`src/rtl/rtcs_pkg.sv`:
```
// ----------------------------------------------------------------------------
// rtcs_pkg: shared types and constants for the rectangle table scanner
// Sizes of the table and the coordinates, command and status codes, the entry
// layout, the shared unit's request and response words, and helper functions.
// ----------------------------------------------------------------------------
package rtcs_pkg;

    // Table size and coordinate range.
    localparam int MAX_ENTRIES = 64;
    localparam int COORD_BITS  = 16;
    localparam int COORD_W     = COORD_BITS;
    localparam int IDX_W       = $clog2(MAX_ENTRIES);
    localparam int CNT_W       = $clog2(MAX_ENTRIES + 1);

    // Fixed widths of the channel fields.
    localparam int POS_W   = 16;
    localparam int DIM_W   = 15;
    localparam int KIND_W  = 8;
    localparam int SLOT_W  = 6;
    localparam int HSLOT_W = 6;
    localparam int COUNT_W = 7;

    // Width of the arithmetic: edge sums and shifted coordinates never wrap.
    localparam int CALC_W  = ((COORD_W > POS_W) ? COORD_W : POS_W) + 2;
    localparam int CMP_W   = (SLOT_W > CNT_W) ? SLOT_W : CNT_W;

    // Saturation bounds of a coordinate.
    localparam logic signed [CALC_W-1:0] COORD_MAX =
        CALC_W'((64'sd1 <<< (COORD_W - 1)) - 64'sd1);
    localparam logic signed [CALC_W-1:0] COORD_MIN = ~COORD_MAX;

    typedef enum logic [1:0] {
        CMD_ADD    = 2'd0,
        CMD_DELETE = 2'd1,
        CMD_MOVE   = 2'd2,
        CMD_QUERY  = 2'd3
    } t_cmd;

    typedef enum logic [1:0] {
        ST_OK       = 2'd0,
        ST_FULL     = 2'd1,
        ST_BAD_SLOT = 2'd2
    } t_status;

    typedef enum logic [1:0] {
        S_IDLE,
        S_EXEC,
        S_SCAN,
        S_DONE
    } t_state;

    // One table entry as held in the memory.
    typedef struct packed {
        logic signed [COORD_W-1:0] x;
        logic signed [COORD_W-1:0] y;
        logic [DIM_W-1:0]          w;
        logic [DIM_W-1:0]          h;
        logic [KIND_W-1:0]         kind;
    } t_entry;

    // Query rectangle with its far edges already summed.
    typedef struct packed {
        logic signed [CALC_W-1:0] x;
        logic signed [CALC_W-1:0] y;
        logic signed [CALC_W-1:0] r;
        logic signed [CALC_W-1:0] b;
    } t_query;

    // Entry handed to the shared unit.
    typedef struct packed {
        logic             vld;
        t_cmd             cmd;
        logic [IDX_W-1:0] idx;
        t_entry           entry;
    } t_unit_req;

    // Result of the shared unit: overlap flag and the entry to write back.
    typedef struct packed {
        logic             vld;
        logic [IDX_W-1:0] idx;
        logic             hit;
        t_entry           entry;
    } t_unit_rsp;

    // Sign-extend a channel coordinate to the arithmetic width.
    function automatic logic signed [CALC_W-1:0] sext_pos(input logic signed [POS_W-1:0] v);
        return CALC_W'(v);
    endfunction

    // Saturate a value to the signed coordinate range.
    function automatic logic signed [COORD_W-1:0] clamp_coord(
        input logic signed [CALC_W-1:0] v
    );
        logic signed [CALC_W-1:0] s;
        if (v > COORD_MAX) begin
            s = COORD_MAX;
        end else if (v < COORD_MIN) begin
            s = COORD_MIN;
        end else begin
            s = v;
        end
        return s[COORD_W-1:0];
    endfunction

endpackage

```
`src/rtl/rtcs_if.sv`:
```
// ----------------------------------------------------------------------------
// rtcs_if: command and response channels of the rectangle table scanner
// Each channel carries valid, ready and the payload of one word.
// ----------------------------------------------------------------------------
interface rtcs_cmd_if import rtcs_pkg::*; ();
    logic                     valid;
    logic                     ready;
    logic [1:0]               command;
    logic signed [POS_W-1:0]  pos_x;
    logic signed [POS_W-1:0]  pos_y;
    logic [DIM_W-1:0]         width;
    logic [DIM_W-1:0]         height;
    logic [KIND_W-1:0]        kind;
    logic [SLOT_W-1:0]        slot;
    logic signed [POS_W-1:0]  delta_x;
    logic signed [POS_W-1:0]  delta_y;

    modport source (
        output valid, command, pos_x, pos_y, width, height, kind, slot, delta_x, delta_y,
        input  ready
    );
    modport sink (
        input  valid, command, pos_x, pos_y, width, height, kind, slot, delta_x, delta_y,
        output ready
    );
endinterface

interface rtcs_rsp_if import rtcs_pkg::*; ();
    logic               valid;
    logic               ready;
    logic               hit;
    logic [HSLOT_W-1:0] hit_slot;
    logic [COUNT_W-1:0] entry_count;
    logic [1:0]         status;

    modport source (output valid, hit, hit_slot, entry_count, status, input ready);
    modport sink   (input  valid, hit, hit_slot, entry_count, status, output ready);
endinterface

```
`src/rtl/rtcs_store.sv`:
```
// ----------------------------------------------------------------------------
// rtcs_store: entry memory of the rectangle table
// One write port and one read port with registered read data.
// ----------------------------------------------------------------------------
module rtcs_store import rtcs_pkg::*; (
    input  logic             i_clk,
    input  logic             i_wr_en,
    input  logic [IDX_W-1:0] i_wr_addr,
    input  t_entry           i_wr_data,
    input  logic             i_rd_en,
    input  logic [IDX_W-1:0] i_rd_addr,
    output t_entry           o_rd_data
);

    t_entry r_mem [MAX_ENTRIES];
    t_entry r_rd_data;

    // Write port.
    always_ff @(posedge i_clk) begin
        if (i_wr_en) begin
            r_mem[i_wr_addr] <= i_wr_data;
        end
    end

    // Registered read port.
    always_ff @(posedge i_clk) begin
        if (i_rd_en) begin
            r_rd_data <= r_mem[i_rd_addr];
        end
    end

    assign o_rd_data = r_rd_data;

endmodule

```
`src/rtl/rtcs_unit.sv`:
```
// ----------------------------------------------------------------------------
// rtcs_unit: shared two-stage arithmetic unit
// The first stage adds one operand pair per axis: the far edges of an entry
// for a query, or the shifted position for a move. The second stage runs the
// strict overlap tests or saturates the moved coordinates.
// ----------------------------------------------------------------------------
module rtcs_unit import rtcs_pkg::*; (
    input  logic                    i_clk,
    input  logic                    i_rst_n,
    input  t_unit_req               i_req,
    input  t_query                  i_query,
    input  logic signed [POS_W-1:0] i_dx,
    input  logic signed [POS_W-1:0] i_dy,
    output t_unit_rsp               o_rsp
);

    logic signed [CALC_W-1:0] op_a, op_b, op_c, op_d;
    logic signed [CALC_W-1:0] n_sum_a, n_sum_b;

    logic                     r_vld;
    t_cmd                     r_cmd;
    logic [IDX_W-1:0]         r_idx;
    t_entry                   r_entry;
    logic signed [CALC_W-1:0] r_sum_a, r_sum_b;

    logic signed [CALC_W-1:0] mx, my;
    logic                     xo, yo;

    // First stage: operand selection and the two adders.
    always_comb begin
        op_a = CALC_W'($signed(i_req.entry.x));
        op_c = CALC_W'($signed(i_req.entry.y));
        if (i_req.cmd == CMD_MOVE) begin
            op_b = sext_pos(i_dx);
            op_d = sext_pos(i_dy);
        end else begin
            op_b = CALC_W'(i_req.entry.w);
            op_d = CALC_W'(i_req.entry.h);
        end
        n_sum_a = op_a + op_b;
        n_sum_b = op_c + op_d;
    end

    always_ff @(posedge i_clk) begin
        if (!i_rst_n) begin
            r_vld <= 1'b0;
        end else begin
            r_vld <= i_req.vld;
        end
    end

    always_ff @(posedge i_clk) begin
        r_cmd   <= i_req.cmd;
        r_idx   <= i_req.idx;
        r_entry <= i_req.entry;
        r_sum_a <= n_sum_a;
        r_sum_b <= n_sum_b;
    end

    // Second stage: strict per-axis overlap tests, or saturation for a move.
    always_comb begin
        mx = CALC_W'($signed(r_entry.x));
        my = CALC_W'($signed(r_entry.y));

        xo = (i_query.r < r_sum_a && i_query.r > mx)
          || (i_query.x > mx && i_query.x < r_sum_a)
          || (i_query.x < mx && i_query.r > r_sum_a);
        yo = (i_query.y < r_sum_b && i_query.y > my)
          || (i_query.b < r_sum_b && i_query.b > my)
          || (i_query.y < my && i_query.b > r_sum_b);

        o_rsp.vld   = r_vld;
        o_rsp.idx   = r_idx;
        o_rsp.hit   = (r_cmd == CMD_QUERY) && xo && yo;
        o_rsp.entry = r_entry;
        if (r_cmd == CMD_MOVE) begin
            o_rsp.entry.x = clamp_coord(r_sum_a);
            o_rsp.entry.y = clamp_coord(r_sum_b);
        end
    end

endmodule

```
`src/rtl/rect_table_collision_scan.sv`:
```
// ----------------------------------------------------------------------------
// rect_table_collision_scan: ordered rectangle table with a first-hit scan
// Adds, deletes, moves and queries axis-aligned rectangles held in one
// memory, walking the table one entry per cycle through a shared unit.
//
//   channel    direction  word contents
//   i_cmd_ch   in         command, pos_x, pos_y, width, height, kind, slot,
//                         delta_x, delta_y
//   o_rsp_ch   out        hit, hit_slot, entry_count, status
//
// Add and a rejected delete answer without a scan. Move and query walk the
// table from its start, a query stopping at its first hit; a delete walks from
// the entry after the slot to the end, moving each entry down by one. One
// memory read a cycle sets the pace.
// Reset clears the entry count; memory contents are only read once written.
// A stalled response holds in its register; the next command runs, then waits.
// ----------------------------------------------------------------------------
module rect_table_collision_scan import rtcs_pkg::*; (
    input  logic        i_clk,
    input  logic        i_rst_n,
    rtcs_cmd_if.sink    i_cmd_ch,
    rtcs_rsp_if.source  o_rsp_ch
);

    // Control registers.
    t_state           r_state, n_state;
    logic [CNT_W-1:0] r_count, n_count;
    logic [CNT_W-1:0] r_ptr, n_ptr;
    logic             r_rd_vld, n_rd_vld;
    logic             r_out_vld, n_out_vld;

    // Payload registers.
    t_cmd                     r_cmd, n_cmd;
    logic signed [COORD_W-1:0] r_qx, n_qx, r_qy, n_qy;
    logic [DIM_W-1:0]         r_qw, n_qw, r_qh, n_qh;
    logic [KIND_W-1:0]        r_kind, n_kind;
    logic [SLOT_W-1:0]        r_slot, n_slot;
    logic signed [POS_W-1:0]  r_dx, n_dx, r_dy, n_dy;
    t_query                   r_query, n_query;
    logic [IDX_W-1:0]         r_rd_idx, n_rd_idx;
    logic                     r_hit, n_hit;
    logic [IDX_W-1:0]         r_hit_idx, n_hit_idx;
    t_status                  r_status, n_status;
    logic                     r_out_hit, n_out_hit;
    logic [IDX_W-1:0]         r_out_idx, n_out_idx;
    logic [CNT_W-1:0]         r_out_count, n_out_count;
    t_status                  r_out_status, n_out_status;

    // Memory ports and shared unit connections.
    logic             wr_en, rd_en;
    logic [IDX_W-1:0] wr_addr, rd_addr;
    t_entry           wr_data, rd_data;
    t_unit_req        unit_req;
    t_unit_rsp        unit_rsp;
    logic             in_accept;

    rtcs_store u_store (
        .i_clk     (i_clk),
        .i_wr_en   (wr_en),
        .i_wr_addr (wr_addr),
        .i_wr_data (wr_data),
        .i_rd_en   (rd_en),
        .i_rd_addr (rd_addr),
        .o_rd_data (rd_data)
    );

    // Entries read in the previous cycle enter the shared unit.
    always_comb begin
        unit_req.vld   = r_rd_vld && (r_state == S_SCAN);
        unit_req.cmd   = r_cmd;
        unit_req.idx   = r_rd_idx;
        unit_req.entry = rd_data;
    end

    rtcs_unit u_unit (
        .i_clk   (i_clk),
        .i_rst_n (i_rst_n),
        .i_req   (unit_req),
        .i_query (r_query),
        .i_dx    (r_dx),
        .i_dy    (r_dy),
        .o_rsp   (unit_rsp)
    );

    assign in_accept = i_cmd_ch.valid && i_cmd_ch.ready;

    // Sequencer: next state, memory ports and result registers.
    always_comb begin
        n_state      = r_state;
        n_count      = r_count;
        n_ptr        = r_ptr;
        n_out_vld    = r_out_vld && !o_rsp_ch.ready;
        n_cmd        = r_cmd;
        n_qx         = r_qx;
        n_qy         = r_qy;
        n_qw         = r_qw;
        n_qh         = r_qh;
        n_kind       = r_kind;
        n_slot       = r_slot;
        n_dx         = r_dx;
        n_dy         = r_dy;
        n_query      = r_query;
        n_hit        = r_hit;
        n_hit_idx    = r_hit_idx;
        n_status     = r_status;
        n_out_hit    = r_out_hit;
        n_out_idx    = r_out_idx;
        n_out_count  = r_out_count;
        n_out_status = r_out_status;

        i_cmd_ch.ready = 1'b0;
        wr_en          = 1'b0;
        wr_addr        = r_count[IDX_W-1:0];
        wr_data        = '{x: r_qx, y: r_qy, w: r_qw, h: r_qh, kind: r_kind};
        rd_en          = 1'b0;
        rd_addr        = r_ptr[IDX_W-1:0];

        unique case (r_state)
            S_IDLE: begin
                // Take a command word and saturate its position.
                i_cmd_ch.ready = 1'b1;
                if (i_cmd_ch.valid) begin
                    n_cmd   = t_cmd'(i_cmd_ch.command);
                    n_qx    = clamp_coord(sext_pos(i_cmd_ch.pos_x));
                    n_qy    = clamp_coord(sext_pos(i_cmd_ch.pos_y));
                    n_qw    = i_cmd_ch.width;
                    n_qh    = i_cmd_ch.height;
                    n_kind  = i_cmd_ch.kind;
                    n_slot  = i_cmd_ch.slot;
                    n_dx    = i_cmd_ch.delta_x;
                    n_dy    = i_cmd_ch.delta_y;
                    n_state = S_EXEC;
                end
            end

            S_EXEC: begin
                // Prepare the query edges and handle add or set up the scan.
                n_hit     = 1'b0;
                n_hit_idx = '0;
                n_status  = ST_OK;
                n_query.x = CALC_W'(r_qx);
                n_query.y = CALC_W'(r_qy);
                n_query.r = CALC_W'(r_qx) + CALC_W'(r_qw);
                n_query.b = CALC_W'(r_qy) + CALC_W'(r_qh);
                n_ptr     = '0;
                unique case (r_cmd)
                    CMD_ADD: begin
                        if (r_count == CNT_W'(MAX_ENTRIES)) begin
                            n_status = ST_FULL;
                        end else begin
                            wr_en   = 1'b1;
                            n_count = r_count + CNT_W'(1);
                        end
                        n_state = S_DONE;
                    end
                    CMD_DELETE: begin
                        if (CMP_W'(r_slot) >= CMP_W'(r_count)) begin
                            n_status = ST_BAD_SLOT;
                            n_state  = S_DONE;
                        end else begin
                            n_ptr   = CNT_W'(r_slot) + CNT_W'(1);
                            n_state = S_SCAN;
                        end
                    end
                    CMD_MOVE, CMD_QUERY: begin
                        n_state = S_SCAN;
                    end
                    default: begin
                        n_state = S_DONE;
                    end
                endcase
            end

            S_SCAN: begin
                // Issue one read per cycle until the end of the table.
                if (r_ptr < r_count) begin
                    rd_en = 1'b1;
                    n_ptr = r_ptr + CNT_W'(1);
                end
                // Act on the word leaving the shared unit.
                if (unit_rsp.vld) begin
                    wr_data = unit_rsp.entry;
                    unique case (r_cmd)
                        CMD_DELETE: begin
                            wr_en   = 1'b1;
                            wr_addr = unit_rsp.idx - IDX_W'(1);
                        end
                        CMD_MOVE: begin
                            wr_en   = 1'b1;
                            wr_addr = unit_rsp.idx;
                        end
                        CMD_QUERY: begin
                            if (unit_rsp.hit) begin
                                n_hit     = 1'b1;
                                n_hit_idx = unit_rsp.idx;
                                n_state   = S_DONE;
                            end
                        end
                        default: begin
                        end
                    endcase
                end
                // Every entry has passed the unit.
                if (r_ptr >= r_count && !r_rd_vld && !unit_rsp.vld) begin
                    n_state = S_DONE;
                    if (r_cmd == CMD_DELETE) begin
                        n_count = r_count - CNT_W'(1);
                    end
                end
            end

            S_DONE: begin
                // Load the response once the output register is free.
                if (!r_out_vld || o_rsp_ch.ready) begin
                    n_out_vld    = 1'b1;
                    n_out_hit    = r_hit;
                    n_out_idx    = r_hit_idx;
                    n_out_count  = r_count;
                    n_out_status = r_status;
                    n_state      = S_IDLE;
                end
            end

            default: begin
                n_state = S_IDLE;
            end
        endcase

        n_rd_vld = rd_en;
        n_rd_idx = rd_addr;
    end

    // Control state.
    always_ff @(posedge i_clk) begin
        if (!i_rst_n) begin
            r_state   <= S_IDLE;
            r_count   <= '0;
            r_ptr     <= '0;
            r_rd_vld  <= 1'b0;
            r_out_vld <= 1'b0;
        end else begin
            r_state   <= n_state;
            r_count   <= n_count;
            r_ptr     <= n_ptr;
            r_rd_vld  <= n_rd_vld;
            r_out_vld <= n_out_vld;
        end
    end

    // Payload.
    always_ff @(posedge i_clk) begin
        r_cmd        <= n_cmd;
        r_qx         <= n_qx;
        r_qy         <= n_qy;
        r_qw         <= n_qw;
        r_qh         <= n_qh;
        r_kind       <= n_kind;
        r_slot       <= n_slot;
        r_dx         <= n_dx;
        r_dy         <= n_dy;
        r_query      <= n_query;
        r_rd_idx     <= n_rd_idx;
        r_hit        <= n_hit;
        r_hit_idx    <= n_hit_idx;
        r_status     <= n_status;
        r_out_hit    <= n_out_hit;
        r_out_idx    <= n_out_idx;
        r_out_count  <= n_out_count;
        r_out_status <= n_out_status;
    end

    // Response channel.
    assign o_rsp_ch.valid       = r_out_vld;
    assign o_rsp_ch.hit         = r_out_hit;
    assign o_rsp_ch.hit_slot    = HSLOT_W'(r_out_idx);
    assign o_rsp_ch.entry_count = COUNT_W'(r_out_count);
    assign o_rsp_ch.status      = r_out_status;

`ifndef ASSERT_OFF
    // The entry count never passes the table size.
    a_count_range: assert property (@(posedge i_clk) disable iff (!i_rst_n)
        r_count <= CNT_W'(MAX_ENTRIES))
        else $error("entry count beyond table size");

    // The memory is never written while waiting for a command.
    a_idle_no_write: assert property (@(posedge i_clk) disable iff (!i_rst_n)
        (r_state == S_IDLE) |-> !wr_en)
        else $error("memory write while idle");

    // An accepted command is executed in the following cycle.
    a_accept_exec: assert property (@(posedge i_clk) disable iff (!i_rst_n)
        in_accept |=> (r_state == S_EXEC))
        else $error("accepted command not executed");

    // The count moves by at most one entry per command.
    a_count_step: assert property (@(posedge i_clk) disable iff (!i_rst_n)
        (r_count != $past(r_count)) |->
            (r_count == $past(r_count) + CNT_W'(1) || r_count == $past(r_count) - CNT_W'(1)))
        else $error("entry count jumped");
`endif

endmodule

```
`src/flat_wrapper.sv`:
```
// flat-port wrapper written by rule: the top's interface ports become plain ports
module rect_table_collision_scan_flat import rtcs_pkg::*;
  (i_clk, i_rst_n, i_cmd_ch_valid, i_cmd_ch_command, i_cmd_ch_pos_x, i_cmd_ch_pos_y, i_cmd_ch_width, i_cmd_ch_height, i_cmd_ch_kind, i_cmd_ch_slot, i_cmd_ch_delta_x, i_cmd_ch_delta_y, i_cmd_ch_ready, o_rsp_ch_valid, o_rsp_ch_hit, o_rsp_ch_hit_slot, o_rsp_ch_entry_count, o_rsp_ch_status, o_rsp_ch_ready);
  rtcs_cmd_if i_cmd_ch_i ();
  rtcs_rsp_if o_rsp_ch_i ();
  input  logic i_clk;
  input  logic i_rst_n;
  input wire logic [$bits(i_cmd_ch_i.valid)-1:0] i_cmd_ch_valid;
  input wire logic [$bits(i_cmd_ch_i.command)-1:0] i_cmd_ch_command;
  input wire logic [$bits(i_cmd_ch_i.pos_x)-1:0] i_cmd_ch_pos_x;
  input wire logic [$bits(i_cmd_ch_i.pos_y)-1:0] i_cmd_ch_pos_y;
  input wire logic [$bits(i_cmd_ch_i.width)-1:0] i_cmd_ch_width;
  input wire logic [$bits(i_cmd_ch_i.height)-1:0] i_cmd_ch_height;
  input wire logic [$bits(i_cmd_ch_i.kind)-1:0] i_cmd_ch_kind;
  input wire logic [$bits(i_cmd_ch_i.slot)-1:0] i_cmd_ch_slot;
  input wire logic [$bits(i_cmd_ch_i.delta_x)-1:0] i_cmd_ch_delta_x;
  input wire logic [$bits(i_cmd_ch_i.delta_y)-1:0] i_cmd_ch_delta_y;
  output wire logic [$bits(i_cmd_ch_i.ready)-1:0] i_cmd_ch_ready;
  output wire logic [$bits(o_rsp_ch_i.valid)-1:0] o_rsp_ch_valid;
  output wire logic [$bits(o_rsp_ch_i.hit)-1:0] o_rsp_ch_hit;
  output wire logic [$bits(o_rsp_ch_i.hit_slot)-1:0] o_rsp_ch_hit_slot;
  output wire logic [$bits(o_rsp_ch_i.entry_count)-1:0] o_rsp_ch_entry_count;
  output wire logic [$bits(o_rsp_ch_i.status)-1:0] o_rsp_ch_status;
  input wire logic [$bits(o_rsp_ch_i.ready)-1:0] o_rsp_ch_ready;
  assign i_cmd_ch_i.valid = i_cmd_ch_valid;
  assign i_cmd_ch_i.command = i_cmd_ch_command;
  assign i_cmd_ch_i.pos_x = i_cmd_ch_pos_x;
  assign i_cmd_ch_i.pos_y = i_cmd_ch_pos_y;
  assign i_cmd_ch_i.width = i_cmd_ch_width;
  assign i_cmd_ch_i.height = i_cmd_ch_height;
  assign i_cmd_ch_i.kind = i_cmd_ch_kind;
  assign i_cmd_ch_i.slot = i_cmd_ch_slot;
  assign i_cmd_ch_i.delta_x = i_cmd_ch_delta_x;
  assign i_cmd_ch_i.delta_y = i_cmd_ch_delta_y;
  assign i_cmd_ch_ready = i_cmd_ch_i.ready;
  assign o_rsp_ch_valid = o_rsp_ch_i.valid;
  assign o_rsp_ch_hit = o_rsp_ch_i.hit;
  assign o_rsp_ch_hit_slot = o_rsp_ch_i.hit_slot;
  assign o_rsp_ch_entry_count = o_rsp_ch_i.entry_count;
  assign o_rsp_ch_status = o_rsp_ch_i.status;
  assign o_rsp_ch_i.ready = o_rsp_ch_ready;
  rect_table_collision_scan u_core (.i_clk(i_clk), .i_rst_n(i_rst_n), .i_cmd_ch(i_cmd_ch_i), .o_rsp_ch(o_rsp_ch_i));
endmodule
```
`config.mk`:
```
export PLATFORM = sky130hd
export DESIGN_NAME = rect_table_collision_scan_flat
export DESIGN_NICKNAME = d
export VERILOG_FILES = /design/src/rtl/rtcs_pkg.sv /design/src/rtl/rtcs_if.sv /design/src/rtl/rtcs_store.sv /design/src/rtl/rtcs_unit.sv /design/src/rtl/rect_table_collision_scan.sv /design/src/flat_wrapper.sv
export SDC_FILE = /design/constraint.sdc
export NUM_CORES = 2
export LEC_CHECK = 0
export BUFFER_PORTS_ARGS = -buffer_cell sky130_fd_sc_hd__buf_2
export CAP_MARGIN = 0
export CORE_MARGIN = 1.5
export CORE_UTILIZATION = 45
export DETAILED_ROUTE_END_ITERATION = 8
export PLACE_DENSITY_LB_ADDON = 0.05
export SYNTH_ARGS = -nofsm -noshare
export SYNTH_HDL_FRONTEND = slang
export SYNTH_MEMORY_MAX_BITS = 65536
export SYNTH_SLANG_ARGS = --single-unit
```
`constraint.sdc`:
```
create_clock -name i_clk -period 9.7 [get_ports i_clk]
set_input_delay 0.485 -clock i_clk [delete_from_list [all_inputs] [get_ports i_clk]]
set_output_delay 0.485 -clock i_clk [all_outputs]
set_load 0.02 [all_outputs]
```
Word level (Yosys, flattened, before mapping)
Memories as Yosys holds them, arrays and structs flattened. A register that Yosys moved wholly into a read port is not among the register bits.
Cells that the tools add are included.

cells by class
  add/subtract/negate cells = 9
  magnitude comparators = 23
  eq/ne operators = 22
  mux-type cells = 55
  reductions and logical operators = 32

operator list
  kind                                                          count
  2-to-1 mux 70 bit                                             2
  2-to-1 mux 16 bit                                             6
  2-to-1 mux 7 bit                                              7
  adder 16 x 18 -> 18 bit                                       2
  > comparator 18 x 16 -> 1 bit                                 2
  > comparator 18 x 16 -> 1 bit, second input constant          2
  > comparator 18 bit                                           2
  less-than comparator 16 x 18 -> 1 bit                         2
  less-than comparator 18 x 16 -> 1 bit, second input constant  2
  less-than comparator 18 bit                                   2
  2-to-1 mux 18 bit                                             2
  adder 16 x 16 -> 17 bit                                       2
  > comparator 16 bit                                           2
  > comparator 16 bit, second input constant                    2
  less-than comparator 16 bit                                   2
  less-than comparator 16 bit, second input constant            2
  2-to-1 mux 32 bit                                             1
  2-to-1 mux 6 bit                                              5
  one-hot mux 7 bit (2 select lines)                            2
  one-hot mux 6 bit (2 select lines)                            2
  inequality test 2 bit, second input constant                  9
  2-to-1 mux 1 bit                                              16
  adder 7 x 1 -> 7 bit, second input constant                   2
  2-to-1 mux 2 bit                                              7
  other kinds (24)                                              56

storage, ports and cells
  register bits after elaboration = 342
  RAM bits = 4480
  input bits = 114
  output and inout bits = 18
  word-level logic and storage cells = 178
  memories = 1

memory list
  name                  depth  width  read ports  clocked after Yosys merged registers in  wr ports  line              text
  u_core.u_store.r_mem  64     70     1           1                                        1         rtcs_store.sv:15  t_entry r_mem [MAX_ENTRIES];

Longest topological paths before layout
  depth after elaboration = 11
  mapped depth = 16
  gate-level depth less buffers = 14

Modules after synthesis
Synthesis repeated with hierarchy kept, for this count alone.

second synthesis, totals
  cells, all modules = 9081
  area total of the unflattened synthesis = 190697.9 um^2

by module, submodules not included
  module                     instances  cells an instance  area an instance (um^2)  seq. area each (um^2)
  rtcs_store                 1          7411               172181.4                 136631.0
  rect_table_collision_scan  1          743                10413.7                  6516.2
  rtcs_unit                  1          927                8102.8                   2302.2

Worst setup path after synthesis
Ideal clock, no wire load.

  kind = register to register
  start = register u_core.r_ptr[0]
  end = register u_core.r_ptr[4]
  setup time = 0.128 ns
  arrival = 8.641 ns
  required time = 9.572 ns
  setup slack = 0.931 ns
  cell stages (with the launch flop) = 15
  path buffers = 4
  period minus slack after synthesis = 8.769 ns
  path through = dfxtp_1 > buf_2 > buf_2 > buf_1 > inv_1 > ha_1 > nor2b_1 > o21ai_0 > a21oi_1 > nor4_1 > or2_2 > clkbuf_1 > nand2_1 > a22oi_1 > nor2_1

between the ends
  longest elaborated chain between the ends = 3
  elaborated cells between the ends (all ways) = 6
  classes of those cells = add/sub: 1; order compare: 1; eq/ne: 1; mux: 2; reduce/logical: 1

ends and longest elaborated chain
  element                                                                           line                                                                text
  start, declared                                                                   rect_table_collision_scan.sv:28                                     logic [CNT_W-1:0] r_ptr, n_ptr;
  start signal, assigned                                                            rect_table_collision_scan.sv:244                                    r_ptr <= n_ptr;
  adder 7 x 1 -> 7 bit / less-than comparator 7 bit (equally long branches)         rect_table_collision_scan.sv:178, rect_table_collision_scan.sv:176
  2-to-1 mux 7 bit / inequality test 2 bit (equally long branches)                  -
  one-hot mux 7 bit (2 select lines) / AND reduction 2 bit (equally long branches)  -

Parallel ways exist; a longest one is shown, timed or not. The select of a mux whose other input is x is not followed.
A chain may end at the register's enable or synchronous reset.

Final worst setup path
  start = register u_core.r_cmd[0]
  end = memory u_core.u_store.r_mem[3][17] (netlist bit), enable pin

between the ends
  longest elaborated chain between the ends = 7
  elaborated cells between the ends (all ways) = 13
  classes of those cells = eq/ne: 2; mux: 9; reduce/logical: 2

ends and longest elaborated chain
  element                                                                     line                              text
  start, declared                                                             rect_table_collision_scan.sv:33   t_cmd r_cmd, n_cmd;
  start signal, assigned                                                      rect_table_collision_scan.sv:252  r_cmd <= n_cmd;
  equality test 2 bit / equality test 2 x 1 -> 1 bit (equally long branches)  rect_table_collision_scan.sv:183  unique case (r_cmd)
  OR reduction 2 bit (no line)                                                -
  2-to-1 mux 1 bit                                                            rect_table_collision_scan.sv:183
  2-to-1 mux 1 bit                                                            rect_table_collision_scan.sv:181  if (unit_rsp.vld) begin
  one-hot mux 1 bit (2 select lines)                                          rect_table_collision_scan.sv:118  unique case (r_state)
  2-to-1 mux 1 bit                                                            rtcs_store.sv:20                  if (i_wr_en) begin
  2-to-1 mux 1 bit (implied by the code)                                      rtcs_store.sv:21                  r_mem[i_wr_addr] <= i_wr_data;
  end, declared                                                               rtcs_store.sv:15

Parallel ways exist; a longest one is shown, timed or not.

==> flow_summary_export.csv <==
group,metric,value,unit
status,status,"complete, no violations",
cts,clk_latency,0.99,ns
cts,cts_buffer_depth,4,
sta,holdWs,0.103,ns
placement,dpl.hpwl,265000,um
cts,cts_tree,"yes",
cells_and_area,final_area,194000,um2
floorplanning,io_pins,132,
critical_path,crit_chain,"inv_1, ha_1, nand3_1, a21boi_0, nor2b_1, nand3_1, nor2_4, buf_4, buf_4",
logic_synthesis,syn_avg_cell_area,23.0,um2
logic_synthesis,ys_seq_elements,4354,
global_routing,antenna_found_initial,33,
sta,period_minus_slack,5.42,ns
global_routing,first_global_vias,82300,
drt,drc_errors,0,
placement,port_buffers,123,
sta,finClkSkew,0.0713,ns
floorplanning,die_area,380000,um2
pwr,vdd_drop_max,0.000176,V
logic_synthesis,yosys.area.top_type_share,74.8,%
logic_synthesis,ys_types,64,
critical_path,cp_max_fo,37,
cts,htree_levels,5,
cts,clkTransAtPathRegs,0.06,ns
sta,fin_ws,4.28,ns
cts,ctsResizeCount,0,
sta,setup_viol,0,
floorplanning,std_cell_rows,225,
global_routing,grt_pass1_wl,694000,um
cts,cts_made_buffers,455,
logic_synthesis,synth-edff-count,4223,
logic_synthesis,synthFlopType,"edfxtp_1",
cts,cts_root_buf,"clkbuf_16",
sta,max_slew_margin,15.1,%
drt,drtIter0Drc,10400,
sta,drv_slew,0,
logic_synthesis,synth.area.top_cells,"edfxtp_1 (75%), mux4_2 (17%), ha_1 (1.7%), dfxtp_1 (1.5%), clkbuf_1 (0.46%)",
drt,wl_per_cell,38.2,um
cells_and_area,final_cell_mix,"edfxtp_1 (4223), mux4_2 (1302), clkbuf_16 (462)",
global_routing,track_usage,26.6,%
critical_path,slowest_stage,"buf_4",
sta,hold_viol,0,
cells_and_area,layout.nets,8247,
logic_synthesis,synth_seq_area_share,76.3,%
worst_hold_path,min_path_type,"primary input to flop",
placement,place_congestion,0.846,
critical_path,worst-setup-path-type,"flop to flop",
placement,post_dp_cell_area,178000,um2
drt,vias,81900,
sta,finalSetupTns,0,ns
logic_synthesis,yosysWarningCount,0,
critical_path,required,10.32,ns
critical_path,cp-start-kind,"flop",
global_routing,overflow,0,
logic_synthesis,synthArstFlopShare,0,%
sta,post-route-period-util,55.9,%
pwr,p_leak,60.1,nW
cells_and_area,drive_gt1_share,29.7,%
cells_and_area,fillCellCount,29200,
logic_synthesis,synth_area,170000,um2
floorplanning,initial_utilization,45.2,%
drt,routed_wl,509000,um
critical_path,worst_setup_path_end_kind,"flop",
cells_and_area,final_common_cell,"edfxtp_1",
logic_synthesis,synth_cells,7382,
sta,max_freq,184,MHz
pwr,power.density,253,nW/um2
placement,place_ws,4.43,ns
critical_path,worstPathArrival,6.04,ns
drt,drtAntennaViolNets,0,
sta,tightest_slew,1.27,ns
drt,firstDrtPassIters,5,
sta,rsz0062_at_grt,"no",
floorplanning,core_area,375000,um2
cells_and_area,syn_to_final_growth,14.5,%
drt,viasPerCell,6.14,
logic_synthesis,syn_nets,7728,
critical_path,cpPeakStageDelay,0.85,ns
flow_run,drv_cap,0,
floorplanning,die_height,617,um
logic_synthesis,yosysTopAreaCell,"edfxtp_1",
global_routing,grt_start_max_net_pins,128,
cts,cts.sinks,4354,
floorplanning,die_w,617,um
-- registers in the layout (all words and copies together) (netlist names), 7 cells and up --
| signal | flops |
|---|---|
| u_core.u_store.r_mem | 3968 |
| u_core.r_query | 66 |
| u_core.u_store.o_rd_data | 62 |
| u_core.u_unit.o_rsp | 30 |
| u_core.u_unit.r_sum_a | 18 |
| u_core.u_unit.r_sum_b | 18 |
| u_core.r_dx | 16 |
| u_core.r_dy | 16 |
| u_core.r_qx | 16 |
| u_core.r_qy | 16 |
| u_core.u_unit.mx | 16 |
| u_core.u_unit.my | 16 |
| u_core.r_qh | 15 |
| u_core.r_qw | 15 |
| u_core.o_rsp_ch.entry_count | 7 |
| u_core.r_count | 7 |
| u_core.r_ptr | 7 |
-- critical path, delay by kind of cell (launching register included) --
kind,cells,cell delay (ns)
adders and majority gates,1,0.30
and+or+nand+nor,4,2.20
AOI/OAI and AO/OA,1,0.48
buffers and inverters,3,1.49
DFF,1,0.41
-- cell type report --
type,instances,area [um2],area share (%)
Inverter,135,507,0.261
Tap cell,4994,6250,3.22
Sequential cell,4354,129000,66.7
Clock inverter,265,2830,1.46
Timing Repair Buffer,423,3770,1.94
Multi-Input combinational cell,2532,39100,20.1
Antenna cell,33,82.6,0.0425
Clock buffer,585,12200,6.29
-- cell usage after synthesis (11+ instances only) --
cell type	instances
edfxtp_1	4223
mux4_2	1302
ha_1	227
clkbuf_1	209
nor2_1	181
a21oi_1	152
inv_1	135
dfxtp_1	131
nand2_1	119
buf_1	101
o21ai_0	91
mux2_2	62
buf_2	49
xnor2_1	44
a211oi_1	37
nand3_1	35
nor2b_1	27
a21o_1	25
nand4_1	19
xor2_1	16
and2_1	15
nor3_1	14
and3_1	11
mux2i_1	11
o21a_1	11
-- cells by family (layout without fill, tap and decap cells) --
| kind of cell | count (synthesis) | in the layout | share of synthesized area, % |
|---|---|---|---|
| adder cells (fa/ha/maj) | 232 | 232 | 1.73 |
| other | 0 | 33 | 0 |
| multiplexers | 1375 | 1375 | 17.8 |
| AND/OR/NAND/NOR | 465 | 465 | 1.25 |
| buffers and inverters | 496 | 1408 | 1.14 |
| flip-flops | 4354 | 4354 | 76.3 |
| XOR/XNOR | 60 | 60 | 0.310 |
| AO/OA/AOI/OAI | 400 | 400 | 1.44 |
-- through the flow --
step                      util, %  cells  total power, mW
after global placement       47.4  12300             31.7
after floorplan                 -   7382             28.8
after global routing         51.7  13300             50.7
final                        51.7  13300             49.1
after detailed placement     47.4  12300             31.9
after CTS                    51.7  13300             49.5
-- power breakdown --
group / internal, mW / switching [mW] / total (mW)
sequential: 22.1 / 0.565 / 22.7
combinational: 3.65 / 5.14 / 8.79
clock: 10.2 / 7.41 / 17.6
total: 36.0 / 13.1 / 49.1
-- metal layers --
| metal | global-route usage [%] | vias up | part of all wire [%] |
|---|---|---|---|
| li1 | - | 32500 | - |
| met1 | 38.4 | 45600 | 42 |
| met2 | 43.1 | 3102 | 48 |
| met3 | 3.08 | 656 | 5.9 |
| met4 | 8.03 | 6 | 3.2 |
| met5 | 0 | - | 0.0045 |
-- worst paths after layout --
kind	cells past startpoint	from	end	slack, ns
worst max register to register	9	u_core.r_cmd[0]	u_core.u_store.r_mem[3][17]	4.28
worst min-delay path	2	i_cmd_ch_valid	u_core.r_slot[5]	0.10
worst min register to register	0	u_core.r_rd_idx[5]	u_core.u_unit.r_idx[5]	0.32
worst max-delay path	9	u_core.r_cmd[0]	u_core.u_store.r_mem[3][17]	4.28
-- what timing repair did --
action | 4_1_cts | 5_1_grt
hold buffers | 104 | 0
setup buffers | 0 | 0
hold endpoints to repair | 107 | 0
(Power assumes the default switching activity.)
